===== src/rtl/core/i2c_target_transfer_engine_top_macros.svh =====
// ============================================================================
// I2C target transfer engine assertion macros
// Shared property wrappers for the transfer engine checks.
// ============================================================================
`ifndef I2C_TARGET_TRANSFER_ENGINE_TOP_MACROS_SVH
`define I2C_TARGET_TRANSFER_ENGINE_TOP_MACROS_SVH

// same-cycle implication, disabled while reset is asserted
`define I2CTE_ASSERT_NOW(label, clk, rst_n, ante, cons) \
    label: assert property (@(posedge clk) disable iff (!(rst_n)) (ante) |-> (cons)) \
        else $error("i2cte check failed");

// next-cycle implication, disabled while reset is asserted
`define I2CTE_ASSERT_NEXT(label, clk, rst_n, ante, cons) \
    label: assert property (@(posedge clk) disable iff (!(rst_n)) (ante) |=> (cons)) \
        else $error("i2cte check failed");

`endif


===== src/rtl/core/i2cte_pkg.sv =====
// ============================================================================
// i2cte_pkg
// Types and constants shared by the I2C target transfer engine files.
// ============================================================================
`default_nettype none

package i2cte_pkg;

    // fixed field widths
    localparam int IDX_W  = 6;
    localparam int BYTE_W = 8;
    localparam int LEN_W  = 7;

    // byte sent once the packet runs out
    localparam logic [BYTE_W-1:0] TX_FILLER = 8'hFF;

    // request commands
    typedef enum logic [1:0] {
        CMD_BUS_EVENT   = 2'd0,
        CMD_WR_PACKET   = 2'd1,
        CMD_RD_RECEIVED = 2'd2,
        CMD_SET_LENGTH  = 2'd3
    } t_cmd;

    // transfer phase
    typedef enum logic [1:0] {
        PH_IDLE = 2'd0,
        PH_RECV = 2'd1,
        PH_SEND = 2'd2
    } t_phase;

    // request payload
    typedef struct packed {
        t_cmd              command;
        logic              addr_match;
        logic              master_reads;
        logic              stop_seen;
        logic              rx_ready;
        logic              tx_ready;
        logic              nack_seen;
        logic [BYTE_W-1:0] rx_byte;
        logic [IDX_W-1:0]  buffer_index;
        logic [BYTE_W-1:0] buffer_byte;
        logic [LEN_W-1:0]  packet_length;
    } t_req;

    // response payload
    typedef struct packed {
        logic              tx_valid;
        logic [BYTE_W-1:0] tx_byte;
        logic              transmit_begin;
        logic              transmit_complete;
        logic              receive_complete;
        logic [LEN_W-1:0]  receive_length;
        logic [BYTE_W-1:0] read_data;
        t_phase            bus_state;
    } t_rsp;

    // control carried alongside the memory read stage
    typedef struct packed {
        logic             valid;
        logic             tx_valid;
        logic             tx_from_mem;
        logic             tbeg;
        logic             tcomp;
        logic             rcomp;
        logic             rd_from_mem;
        logic [LEN_W-1:0] rlen;
        t_phase           phase;
    } t_ctl;

endpackage

`default_nettype wire


===== src/rtl/core/i2cte_req_if.sv =====
// ============================================================================
// i2cte_req_if
// Request channel of the transfer engine: valid, ready and payload.
// ============================================================================
`default_nettype none

interface i2cte_req_if;
    logic             valid;
    logic             ready;
    i2cte_pkg::t_req  data;

    modport source (output valid, output data, input ready);
    modport sink   (input valid, input data, output ready);
endinterface

`default_nettype wire


===== src/rtl/core/i2cte_rsp_if.sv =====
// ============================================================================
// i2cte_rsp_if
// Response channel of the transfer engine: valid, ready and payload.
// ============================================================================
`default_nettype none

interface i2cte_rsp_if;
    logic             valid;
    logic             ready;
    i2cte_pkg::t_rsp  data;

    modport source (output valid, output data, input ready);
    modport sink   (input valid, input data, output ready);
endinterface

`default_nettype wire


===== src/rtl/core/i2c_target_transfer_engine_top.sv =====
// Pipeline: a request passes the registered buffer memory read stage and then the
// output register before its response is valid; each holds while responses stall.
// Throughput: one request per cycle while responses are taken; receive and packet
// memories each take one write and one read per cycle, so no request waits on another.
// Reset: synchronous, active low; clears phase, counts, bank selects and stage valids.
// The buffer memories are not cleared and need no clearing pass.
// ============================================================================
// i2c_target_transfer_engine_top
// I2C target transfer engine: tracks idle/receive/send phase, collects
// received bytes, publishes them on stop and serves the transmit packet.
// ============================================================================
`default_nettype none
`include "i2c_target_transfer_engine_top_macros.svh"

module i2c_target_transfer_engine_top #(
    parameter int BUFFER_DEPTH = 64
) (
    input  wire          i_clk,
    input  wire          i_rst_n,
    i2cte_req_if.sink    i_req,
    i2cte_rsp_if.source  o_rsp
);

    localparam int ADDR_W = (BUFFER_DEPTH > 1) ? $clog2(BUFFER_DEPTH) : 1;
    localparam int CNT_W  = $clog2(BUFFER_DEPTH + 1);
    localparam int BANK_W = ADDR_W + 1;
    localparam logic [CNT_W-1:0] DEPTH_CNT = CNT_W'(BUFFER_DEPTH);
    localparam logic [31:0]      DEPTH32   = 32'(BUFFER_DEPTH);

    // phase and counters
    i2cte_pkg::t_phase  r_phase, n_phase;
    logic [CNT_W-1:0]   r_coll_cnt, n_coll_cnt;
    logic [CNT_W-1:0]   r_pub_cnt, n_pub_cnt;
    logic [CNT_W-1:0]   r_pkt_cnt, n_pkt_cnt;
    logic [CNT_W-1:0]   r_send_idx, n_send_idx;
    // per entry: which bank of the receive memory holds the published byte
    logic [BUFFER_DEPTH-1:0] r_pub_sel, n_pub_sel;

    // receive memory: two banks, collect side and published side per entry
    logic [i2cte_pkg::BYTE_W-1:0] r_rx_mem [0:(2**BANK_W)-1];
    logic [i2cte_pkg::BYTE_W-1:0] r_pub_q;
    logic                         coll_we;
    logic [BANK_W-1:0]            coll_waddr;
    logic                         pub_re;
    logic [BANK_W-1:0]            pub_raddr;

    // packet memory
    logic [i2cte_pkg::BYTE_W-1:0] r_pkt_mem [0:BUFFER_DEPTH-1];
    logic [i2cte_pkg::BYTE_W-1:0] r_pkt_q;
    logic                         pkt_we;
    logic [ADDR_W-1:0]            pkt_waddr;
    logic                         pkt_re;
    logic [ADDR_W-1:0]            pkt_raddr;

    // pipeline
    i2cte_pkg::t_ctl  ctl;
    i2cte_pkg::t_ctl  r_s1;
    i2cte_pkg::t_rsp  r_out;
    logic             r_out_valid;
    logic             s1_adv;
    logic             s1_load;
    logic             accept;

    // working values for a bus event
    i2cte_pkg::t_phase ph;
    logic [CNT_W-1:0]  cc;
    logic [CNT_W-1:0]  si;
    logic [ADDR_W-1:0] cc_a;
    logic [31:0]       idx_ext;
    logic [ADDR_W-1:0] idx_a;
    logic [31:0]       plen_ext;
    logic [31:0]       pub_ext;

    // check terms
    logic              chk_bus_ev;
    logic              chk_enter_send;
    logic              chk_coll;

    // handshake
    assign s1_adv      = !r_out_valid || o_rsp.ready;
    assign s1_load     = !r_s1.valid || s1_adv;
    assign i_req.ready = s1_load;
    assign accept      = i_req.valid && s1_load;

    assign idx_ext  = 32'(i_req.data.buffer_index);
    assign idx_a    = idx_ext[ADDR_W-1:0];
    assign plen_ext = 32'(i_req.data.packet_length);

    // phase register
    always_ff @(posedge i_clk) begin
        if (!i_rst_n) begin
            r_phase <= i2cte_pkg::PH_IDLE;
        end else begin
            r_phase <= n_phase;
        end
    end

    // next state, memory requests and stage control
    always_comb begin
        n_phase    = r_phase;
        n_coll_cnt = r_coll_cnt;
        n_pub_cnt  = r_pub_cnt;
        n_pkt_cnt  = r_pkt_cnt;
        n_send_idx = r_send_idx;
        n_pub_sel  = r_pub_sel;
        ctl        = '0;
        ctl.valid  = accept;
        coll_we    = 1'b0;
        coll_waddr = '0;
        pub_re     = 1'b0;
        pub_raddr  = '0;
        pkt_we     = 1'b0;
        pkt_waddr  = '0;
        pkt_re     = 1'b0;
        pkt_raddr  = '0;
        ph         = r_phase;
        cc         = r_coll_cnt;
        si         = r_send_idx;
        cc_a       = '0;
        if (accept) begin
            case (i_req.data.command)
                i2cte_pkg::CMD_BUS_EVENT: begin
                    // address match from idle
                    if (r_phase == i2cte_pkg::PH_IDLE && i_req.data.addr_match) begin
                        cc = '0;
                        if (i_req.data.master_reads) begin
                            ph       = i2cte_pkg::PH_SEND;
                            ctl.tbeg = 1'b1;
                            si       = '0;
                        end else begin
                            ph = i2cte_pkg::PH_RECV;
                        end
                    end
                    // stop: return to idle; in receive, publish by flipping bank selects of collected entries
                    if (ph != i2cte_pkg::PH_IDLE && i_req.data.stop_seen) begin
                        if (ph == i2cte_pkg::PH_RECV) begin
                            for (int i = 0; i < BUFFER_DEPTH; i++) begin
                                n_pub_sel[i] = r_pub_sel[i] ^ (CNT_W'(i) < cc);
                            end
                            n_pub_cnt = cc;
                            ctl.rcomp = 1'b1;
                        end else begin
                            ctl.tcomp = 1'b1;
                        end
                        ph = i2cte_pkg::PH_IDLE;
                    end
                    // collect into the bank not holding the published byte
                    if (ph == i2cte_pkg::PH_RECV && i_req.data.rx_ready && cc < DEPTH_CNT) begin
                        cc_a       = cc[ADDR_W-1:0];
                        coll_we    = 1'b1;
                        coll_waddr = {~r_pub_sel[cc_a], cc_a};
                        cc         = cc + 1'b1;
                    end
                    // transmit next packet byte or filler
                    if (ph == i2cte_pkg::PH_SEND && i_req.data.tx_ready
                        && !i_req.data.nack_seen) begin
                        ctl.tx_valid = 1'b1;
                        if (si < r_pkt_cnt && si < DEPTH_CNT) begin
                            pkt_re          = 1'b1;
                            pkt_raddr       = si[ADDR_W-1:0];
                            ctl.tx_from_mem = 1'b1;
                            si              = si + 1'b1;
                        end
                    end
                    n_phase    = ph;
                    n_coll_cnt = cc;
                    n_send_idx = si;
                end
                i2cte_pkg::CMD_WR_PACKET: begin
                    if (idx_ext < DEPTH32) begin
                        pkt_we    = 1'b1;
                        pkt_waddr = idx_a;
                    end
                end
                i2cte_pkg::CMD_RD_RECEIVED: begin
                    if (idx_ext < DEPTH32) begin
                        pub_re          = 1'b1;
                        pub_raddr       = {r_pub_sel[idx_a], idx_a};
                        ctl.rd_from_mem = 1'b1;
                    end
                end
                i2cte_pkg::CMD_SET_LENGTH: begin
                    n_pkt_cnt = (plen_ext > DEPTH32) ? DEPTH_CNT : plen_ext[CNT_W-1:0];
                end
                default: begin
                    n_phase = r_phase;
                end
            endcase
        end
        pub_ext   = 32'(n_pub_cnt);
        ctl.rlen  = pub_ext[i2cte_pkg::LEN_W-1:0];
        ctl.phase = n_phase;
    end

    // counters and bank selects
    always_ff @(posedge i_clk) begin
        if (!i_rst_n) begin
            r_coll_cnt <= '0;
            r_pub_cnt  <= '0;
            r_pkt_cnt  <= '0;
            r_send_idx <= '0;
            r_pub_sel  <= '0;
        end else begin
            r_coll_cnt <= n_coll_cnt;
            r_pub_cnt  <= n_pub_cnt;
            r_pkt_cnt  <= n_pkt_cnt;
            r_send_idx <= n_send_idx;
            r_pub_sel  <= n_pub_sel;
        end
    end

    // receive memory, registered read
    always_ff @(posedge i_clk) begin
        if (coll_we) begin
            r_rx_mem[coll_waddr] <= i_req.data.rx_byte;
        end
        if (pub_re) begin
            r_pub_q <= r_rx_mem[pub_raddr];
        end
    end

    // packet memory, registered read
    always_ff @(posedge i_clk) begin
        if (pkt_we) begin
            r_pkt_mem[pkt_waddr] <= i_req.data.buffer_byte;
        end
        if (pkt_re) begin
            r_pkt_q <= r_pkt_mem[pkt_raddr];
        end
    end

    // read stage control
    always_ff @(posedge i_clk) begin
        if (!i_rst_n) begin
            r_s1 <= '0;
        end else if (s1_load) begin
            r_s1 <= ctl;
        end
    end

    // output register
    always_ff @(posedge i_clk) begin
        if (!i_rst_n) begin
            r_out_valid <= 1'b0;
        end else if (s1_adv) begin
            r_out_valid <= r_s1.valid;
        end
    end

    always_ff @(posedge i_clk) begin
        if (s1_adv && r_s1.valid) begin
            r_out.tx_valid          <= r_s1.tx_valid;
            r_out.tx_byte           <= !r_s1.tx_valid ? '0
                                     : (r_s1.tx_from_mem ? r_pkt_q : i2cte_pkg::TX_FILLER);
            r_out.transmit_begin    <= r_s1.tbeg;
            r_out.transmit_complete <= r_s1.tcomp;
            r_out.receive_complete  <= r_s1.rcomp;
            r_out.receive_length    <= r_s1.rlen;
            r_out.read_data         <= r_s1.rd_from_mem ? r_pub_q : '0;
            r_out.bus_state         <= r_s1.phase;
        end
    end

    assign o_rsp.valid = r_out_valid;
    assign o_rsp.data  = r_out;

    // checks
    assign chk_bus_ev     = accept && i_req.data.command == i2cte_pkg::CMD_BUS_EVENT
                            && !i_req.data.stop_seen;
    assign chk_enter_send = chk_bus_ev && r_phase == i2cte_pkg::PH_IDLE
                            && i_req.data.addr_match && i_req.data.master_reads;
    assign chk_coll       = chk_bus_ev && r_phase == i2cte_pkg::PH_RECV
                            && i_req.data.rx_ready && r_coll_cnt < DEPTH_CNT;

    `I2CTE_ASSERT_NEXT(a_s1_hold, i_clk, i_rst_n, r_s1.valid && !s1_adv, $stable(r_s1))
    `I2CTE_ASSERT_NEXT(a_enter_send, i_clk, i_rst_n, chk_enter_send, r_phase == i2cte_pkg::PH_SEND)
    `I2CTE_ASSERT_NEXT(a_collect_step, i_clk, i_rst_n, chk_coll, r_coll_cnt == $past(r_coll_cnt) + 1'b1)
    `I2CTE_ASSERT_NOW(a_collect_bound, i_clk, i_rst_n, r_phase == i2cte_pkg::PH_RECV, r_coll_cnt <= DEPTH_CNT)

endmodule

`default_nettype wire


===== src/flat_wrapper.sv =====
// flat-port wrapper written by rule: the top's interface ports become plain ports
module i2c_target_transfer_engine_top_flat 
#(
    parameter int BUFFER_DEPTH = 64
)
  (i_clk, i_rst_n, i_req_valid, i_req_data, i_req_ready, o_rsp_valid, o_rsp_data, o_rsp_ready);
  i2cte_req_if i_req_i ();
  i2cte_rsp_if o_rsp_i ();
  input  wire i_clk;
  input  wire i_rst_n;
  input wire logic [$bits(i_req_i.valid)-1:0] i_req_valid;
  input wire logic [$bits(i_req_i.data)-1:0] i_req_data;
  output wire logic [$bits(i_req_i.ready)-1:0] i_req_ready;
  output wire logic [$bits(o_rsp_i.valid)-1:0] o_rsp_valid;
  output wire logic [$bits(o_rsp_i.data)-1:0] o_rsp_data;
  input wire logic [$bits(o_rsp_i.ready)-1:0] o_rsp_ready;
  assign i_req_i.valid = i_req_valid;
  assign i_req_i.data = i_req_data;
  assign i_req_ready = i_req_i.ready;
  assign o_rsp_valid = o_rsp_i.valid;
  assign o_rsp_data = o_rsp_i.data;
  assign o_rsp_i.ready = o_rsp_ready;
  i2c_target_transfer_engine_top #(.BUFFER_DEPTH(BUFFER_DEPTH)) u_core (.i_clk(i_clk), .i_rst_n(i_rst_n), .i_req(i_req_i), .o_rsp(o_rsp_i));
endmodule

===== config.mk =====
export PLATFORM = sky130hd
export DESIGN_NAME = i2c_target_transfer_engine_top_flat
export DESIGN_NICKNAME = d
export VERILOG_FILES = /design/src/rtl/core/i2cte_pkg.sv /design/src/rtl/core/i2cte_req_if.sv /design/src/rtl/core/i2cte_rsp_if.sv /design/src/rtl/core/i2c_target_transfer_engine_top.sv /design/src/flat_wrapper.sv
export VERILOG_INCLUDE_DIRS = /design/src /design/src/rtl/core
export SDC_FILE = /design/constraint.sdc
export NUM_CORES = 2
export LEC_CHECK = 0
export ABC_AREA = 1
export BUFFER_PORTS_ARGS = -buffer_cell sky130_fd_sc_hd__buf_2
export CELL_PAD_IN_SITES_DETAIL_PLACEMENT = 1
export CELL_PAD_IN_SITES_GLOBAL_PLACEMENT = 2
export CORE_MARGIN = 5
export CORE_UTILIZATION = 44
export DETAILED_ROUTE_END_ITERATION = 7
export PLACE_DENSITY = 0.76
export SYNTH_ARGS = -nofsm -noshare
export SYNTH_HDL_FRONTEND = slang
export SYNTH_SLANG_ARGS = --single-unit

===== constraint.sdc =====
create_clock -name i_clk -period 4.9 [get_ports i_clk]
set_input_delay 0.98 -clock i_clk [delete_from_list [all_inputs] [get_ports i_clk]]
set_output_delay 0.98 -clock i_clk [all_outputs]
set_load 0.05 [all_outputs]

==> results.py <==
metrics = {
    "worst_setup_path": {
        "crit_top_cell": "nand2_1",
        "end_kind": "flip-flop",
        "crit_type": "reg2reg",
        "rr_startpoint": "u_core.r_phase[0]",
        "worst_ep_arrival_time_ns": 4.70,
        "path_cells": "nor2_2 > nand3_2 > nand2_1 > inv_1 > ha_1 > a21oi_1 > o21ai_0 > nor2_2 > nand2_1 > inv_1 > ha_4 > nand3_4 > buf_12 > nand2_1 > nand4_1 > nand3_1 > nand3_1 > nand3_1 > nand2_1 > nand2_1 > nand2_1",
        "startpoint": "u_core.r_phase[0]",
        "start_kind": "flip-flop",
        "ff2ff_path_depth": 21,
        "cp_slowest_cell": "dfxtp_1",
        "cpPeakStageDelay_ns": 0.35,
        "rr_endpoint": "u_core.r_pkt_q[0]",
        "reg2reg_slack_ns": 0.76,
        "required_ns": 5.46,
        "cp_max_fo": 69,
    },
    "grt": {
        "grt_pass1_vias": 51300,
        "antenna_found_initial": 5,
        "grt_pass1_wl_um": 334000,
        "grt_max_degree": 129,
        "grtUsageTotal_pct": 25.6,
        "overflow": 0,
    },
    "final_layout": {
        "drive_gt1_share_pct": 18.5,
        "final_cell_area_sq_um": 82300,
        "area_delta_synth_final_pct": 13.8,
        "nNetsFinal": 6400,
        "instances_no_fill": 8674,
        "nFillCells": 17000,
    },
    "flow_run": {
        "maxCapViolCount": 0,
    },
    "pwr": {
        "seq_power_share_pct": 52.7,
        "p_switching_mw": 6.59,
        "clockPowerShare_pct": 43.8,
        "leakage_nw": 28.3,
        "pwr_density_cell_nw_per_um2": 365,
        "p_int_mw": 23.4,
        "combPwrFrac_pct": 3.5,
        "p_sw_share_pct": 22.0,
        "ir_worst_vdd_uv": 369,
    },
    "timing": {
        "fin_crit_ns": 4.14,
        "tightest_slew_ns": 1.21,
        "period_share_pct": 84.5,
        "fin_worst_skew_ns": 0.0331,
        "slew-limit-headroom_pct": 19.5,
        "setup_viol": 0,
        "fmax_ghz": 0.241,
        "drv_slew": 0,
        "hold_viol": 0,
        "rsz0062_at_grt": "no",
        "setup_tns_ns": 0,
        "layout_setup_ws_ns": 0.758,
    },
    "drt": {
        "drt-initial-drc-count": 4239,
        "vias_per_cell": 5.75,
        "routedWlPerCell_um": 26.0,
        "first_pass_iters": 5,
        "drcViolationCount": 0,
        "ant_nets": 0,
        "vias": 49800,
        "wl_um": 225000,
    },
    "worst_hold_path": {
        "hold_path_class": "reg2reg",
        "min_path_cells": 0,
        "hp-start": "u_core.r_s1[0]",
        "hold_end": "u_core.o_rsp.data[0]",
    },
    "clock_tree": {
        "h-tree-depth": 4,
        "cts_root_buf": "clkbuf_16",
        "clock_latency_ns": 0.83,
        "cts_sinks": 1692,
        "clk_path_buf_depth": 3,
        "path_clk_slew_ns": 0.06,
        "cts_post_setup_buffers_inserted": 0,
        "cts_buffers": 182,
        "cts_resized": 0,
        "cts_tree": "yes",
        "hold_buffers": 0,
    },
    "synthesis": {
        "avgSynthCellArea_sq_um": 11.7,
        "yosysTopAreaCellShare_pct": 65.7,
        "syn_nets": 6232,
        "synth_top_area_cell": "edfxtp_1",
        "synth.cell_area_sq_um": 72300,
        "synthFlopType": "edfxtp_1",
        "ys_seq_area_share_pct": 68.8,
        "synth-seq-cells": 1692,
        "ys_types": 40,
        "synthTopCellsByArea": "edfxtp_1 (66%), nand3_1 (6.0%), o211ai_1 (5.7%)",
        "yosysWarnings": 0,
        "postSynth.asyncResetShare_pct": 0,
        "synthCells": 6181,
        "synth-edff-count": 1581,
    },
    "placement": {
        "numPlacedInstances": 8340,
        "place.gp.congestion": 0.822,
        "placed_cell_area_sq_um": 76600,
        "numPortBuffers": 71,
        "post-dp-hpwl_um": 136000,
        "place_ws_ns": 0.202,
    },
    "floorplan": {
        "die_y_um": 415,
        "core_area_sq_um": 163000,
        "rows": 148,
        "start_util_pct": 44.3,
        "dieArea_sq_um": 172000,
        "dieWidth_um": 415,
        "ios": 72,
    },
    "status": {
        "outcome": "complete, no violations",
    },
}
==> how the worst max path moves through the flow <==
stage	depth (start not counted)	slack [ns]	end
3_3_place_gp	21	0.27	u_core.r_pkt_q[0]
2_1_floorplan	25	0.55	u_core.r_pkt_q[5]
3_5_place_dp	21	0.20	u_core.r_pkt_q[0]
4_1_cts	21	0.74	u_core.r_pkt_q[0]
5_1_grt	23	0.41	u_core.r_pkt_q[0]
6_report	21	0.76	u_core.r_pkt_q[0]
==> per-stage QoR <==
| step | utilization [%] | hold slack (ns) | power [mW] |
|---|---|---|---|
| after floorplan | - | 0.403 | 16.6 |
| after global placement | 47.0 | 0.410 | 17.1 |
| after detailed placement | 47.0 | 0.411 | 17.2 |
| after CTS | 50.5 | 0.376 | 30.3 |
| after global routing | 50.5 | 0.422 | 31.0 |
| final | 50.5 | 0.423 | 30.0 |
==> synth_stat cells (16+ instances only) <==
cell type  instances
o21ai_1           19
nand3b_1          16
nand3_1          861
nand2_1          900
inv_2             17
dfxtp_1          111
o21ai_0          175
clkbuf_1         285
or2_2            515
clkinv_1          33
inv_1            361
nand4_1          115
nor2_1           283
buf_2             79
o211ai_1         546
buf_1             33
a21oi_1          167
edfxtp_1        1581
==> layout by cell type, fill, tap and decap left out, types with 175 or more instances in the layout <==
cell       Yosys  layout
inv_1        361     359
o211ai_1     546     546
edfxtp_1    1581    1581
o21ai_0      175     175
nand2_1      900     899
or2_2        515     515
nand3_1      861     861
buf_4          7     292
nor2_1       283     277
clkbuf_16      0     185
==> critical path: cells and delay by family (launching register included) <==
kind	cells	cell delay, ns
adder cells (fa/ha/maj)	2	0.45
AO/OA/AOI/OAI	2	0.30
buffers and inverters	3	0.52
flip-flops	1	0.35
AND/OR/NAND/NOR	14	2.22
==> state kept, by name (all words and copies together) (netlist names) <==
| register | flops |
|---|---|
| u_core.r_pkt_cnt | 7 |
| u_core.r_pub_cnt | 7 |
| u_core.o_rsp.data | 29 |
| u_core.r_pub_q | 8 |
| u_core.r_pkt_mem | 512 |
| u_core.r_pub_sel | 64 |
| u_core.r_pkt_q | 8 |
| u_core.r_s1 | 16 |
| u_core.r_rx_mem | 1024 |
| u_core.r_send_idx | 7 |
| u_core.r_coll_cnt | 7 |
| u_core.r_phase | 2 |
| u_core.o_rsp.valid | 1 |
==> cell families after synthesis <==
group / count (synthesis) / share of synthesized area (%)
AO/OA/AOI/OAI: 920 / 8.31
adder cells (fa/ha/maj): 10 / 0.173
XOR/XNOR: 4 / 0.0485
flip-flops: 1692 / 68.8
buffers and inverters: 816 / 4.42
AND/OR/NAND/NOR: 2739 / 18.3
==> layout make-up <==
cell class                 count  area [sq um]  share of cell area (%)
inverter                     411          1560                    1.90
multi-input combinational   3673         19500                    23.7
sequential                  1692         49700                    60.4
tap                         2175          2720                    3.31
clock buffer                 250          4890                    5.95
antenna                        1          2.50                 0.00304
timing repair buffer         389          3190                    3.88
clock inverter                83           714                   0.869
==> layer usage <==
metal	track usage, %	share of wire [%]
met5	0	0
met4	7.67	2.9
met3	4.68	6.3
met2	40.4	46
met1	36.2	45
==> power groups by stage <==
stage	clock network (mW)	registers, mW	logic (mW)
3_5_place_dp	0	16.1	1.04
2_1_floorplan	0	16.1	0.434
3_3_place_gp	0	16.1	1.02
5_1_grt	14.0	15.8	1.11
4_1_cts	13.4	15.8	1.05
6_report	13.1	15.8	1.04
(Power assumes the default switching activity.)
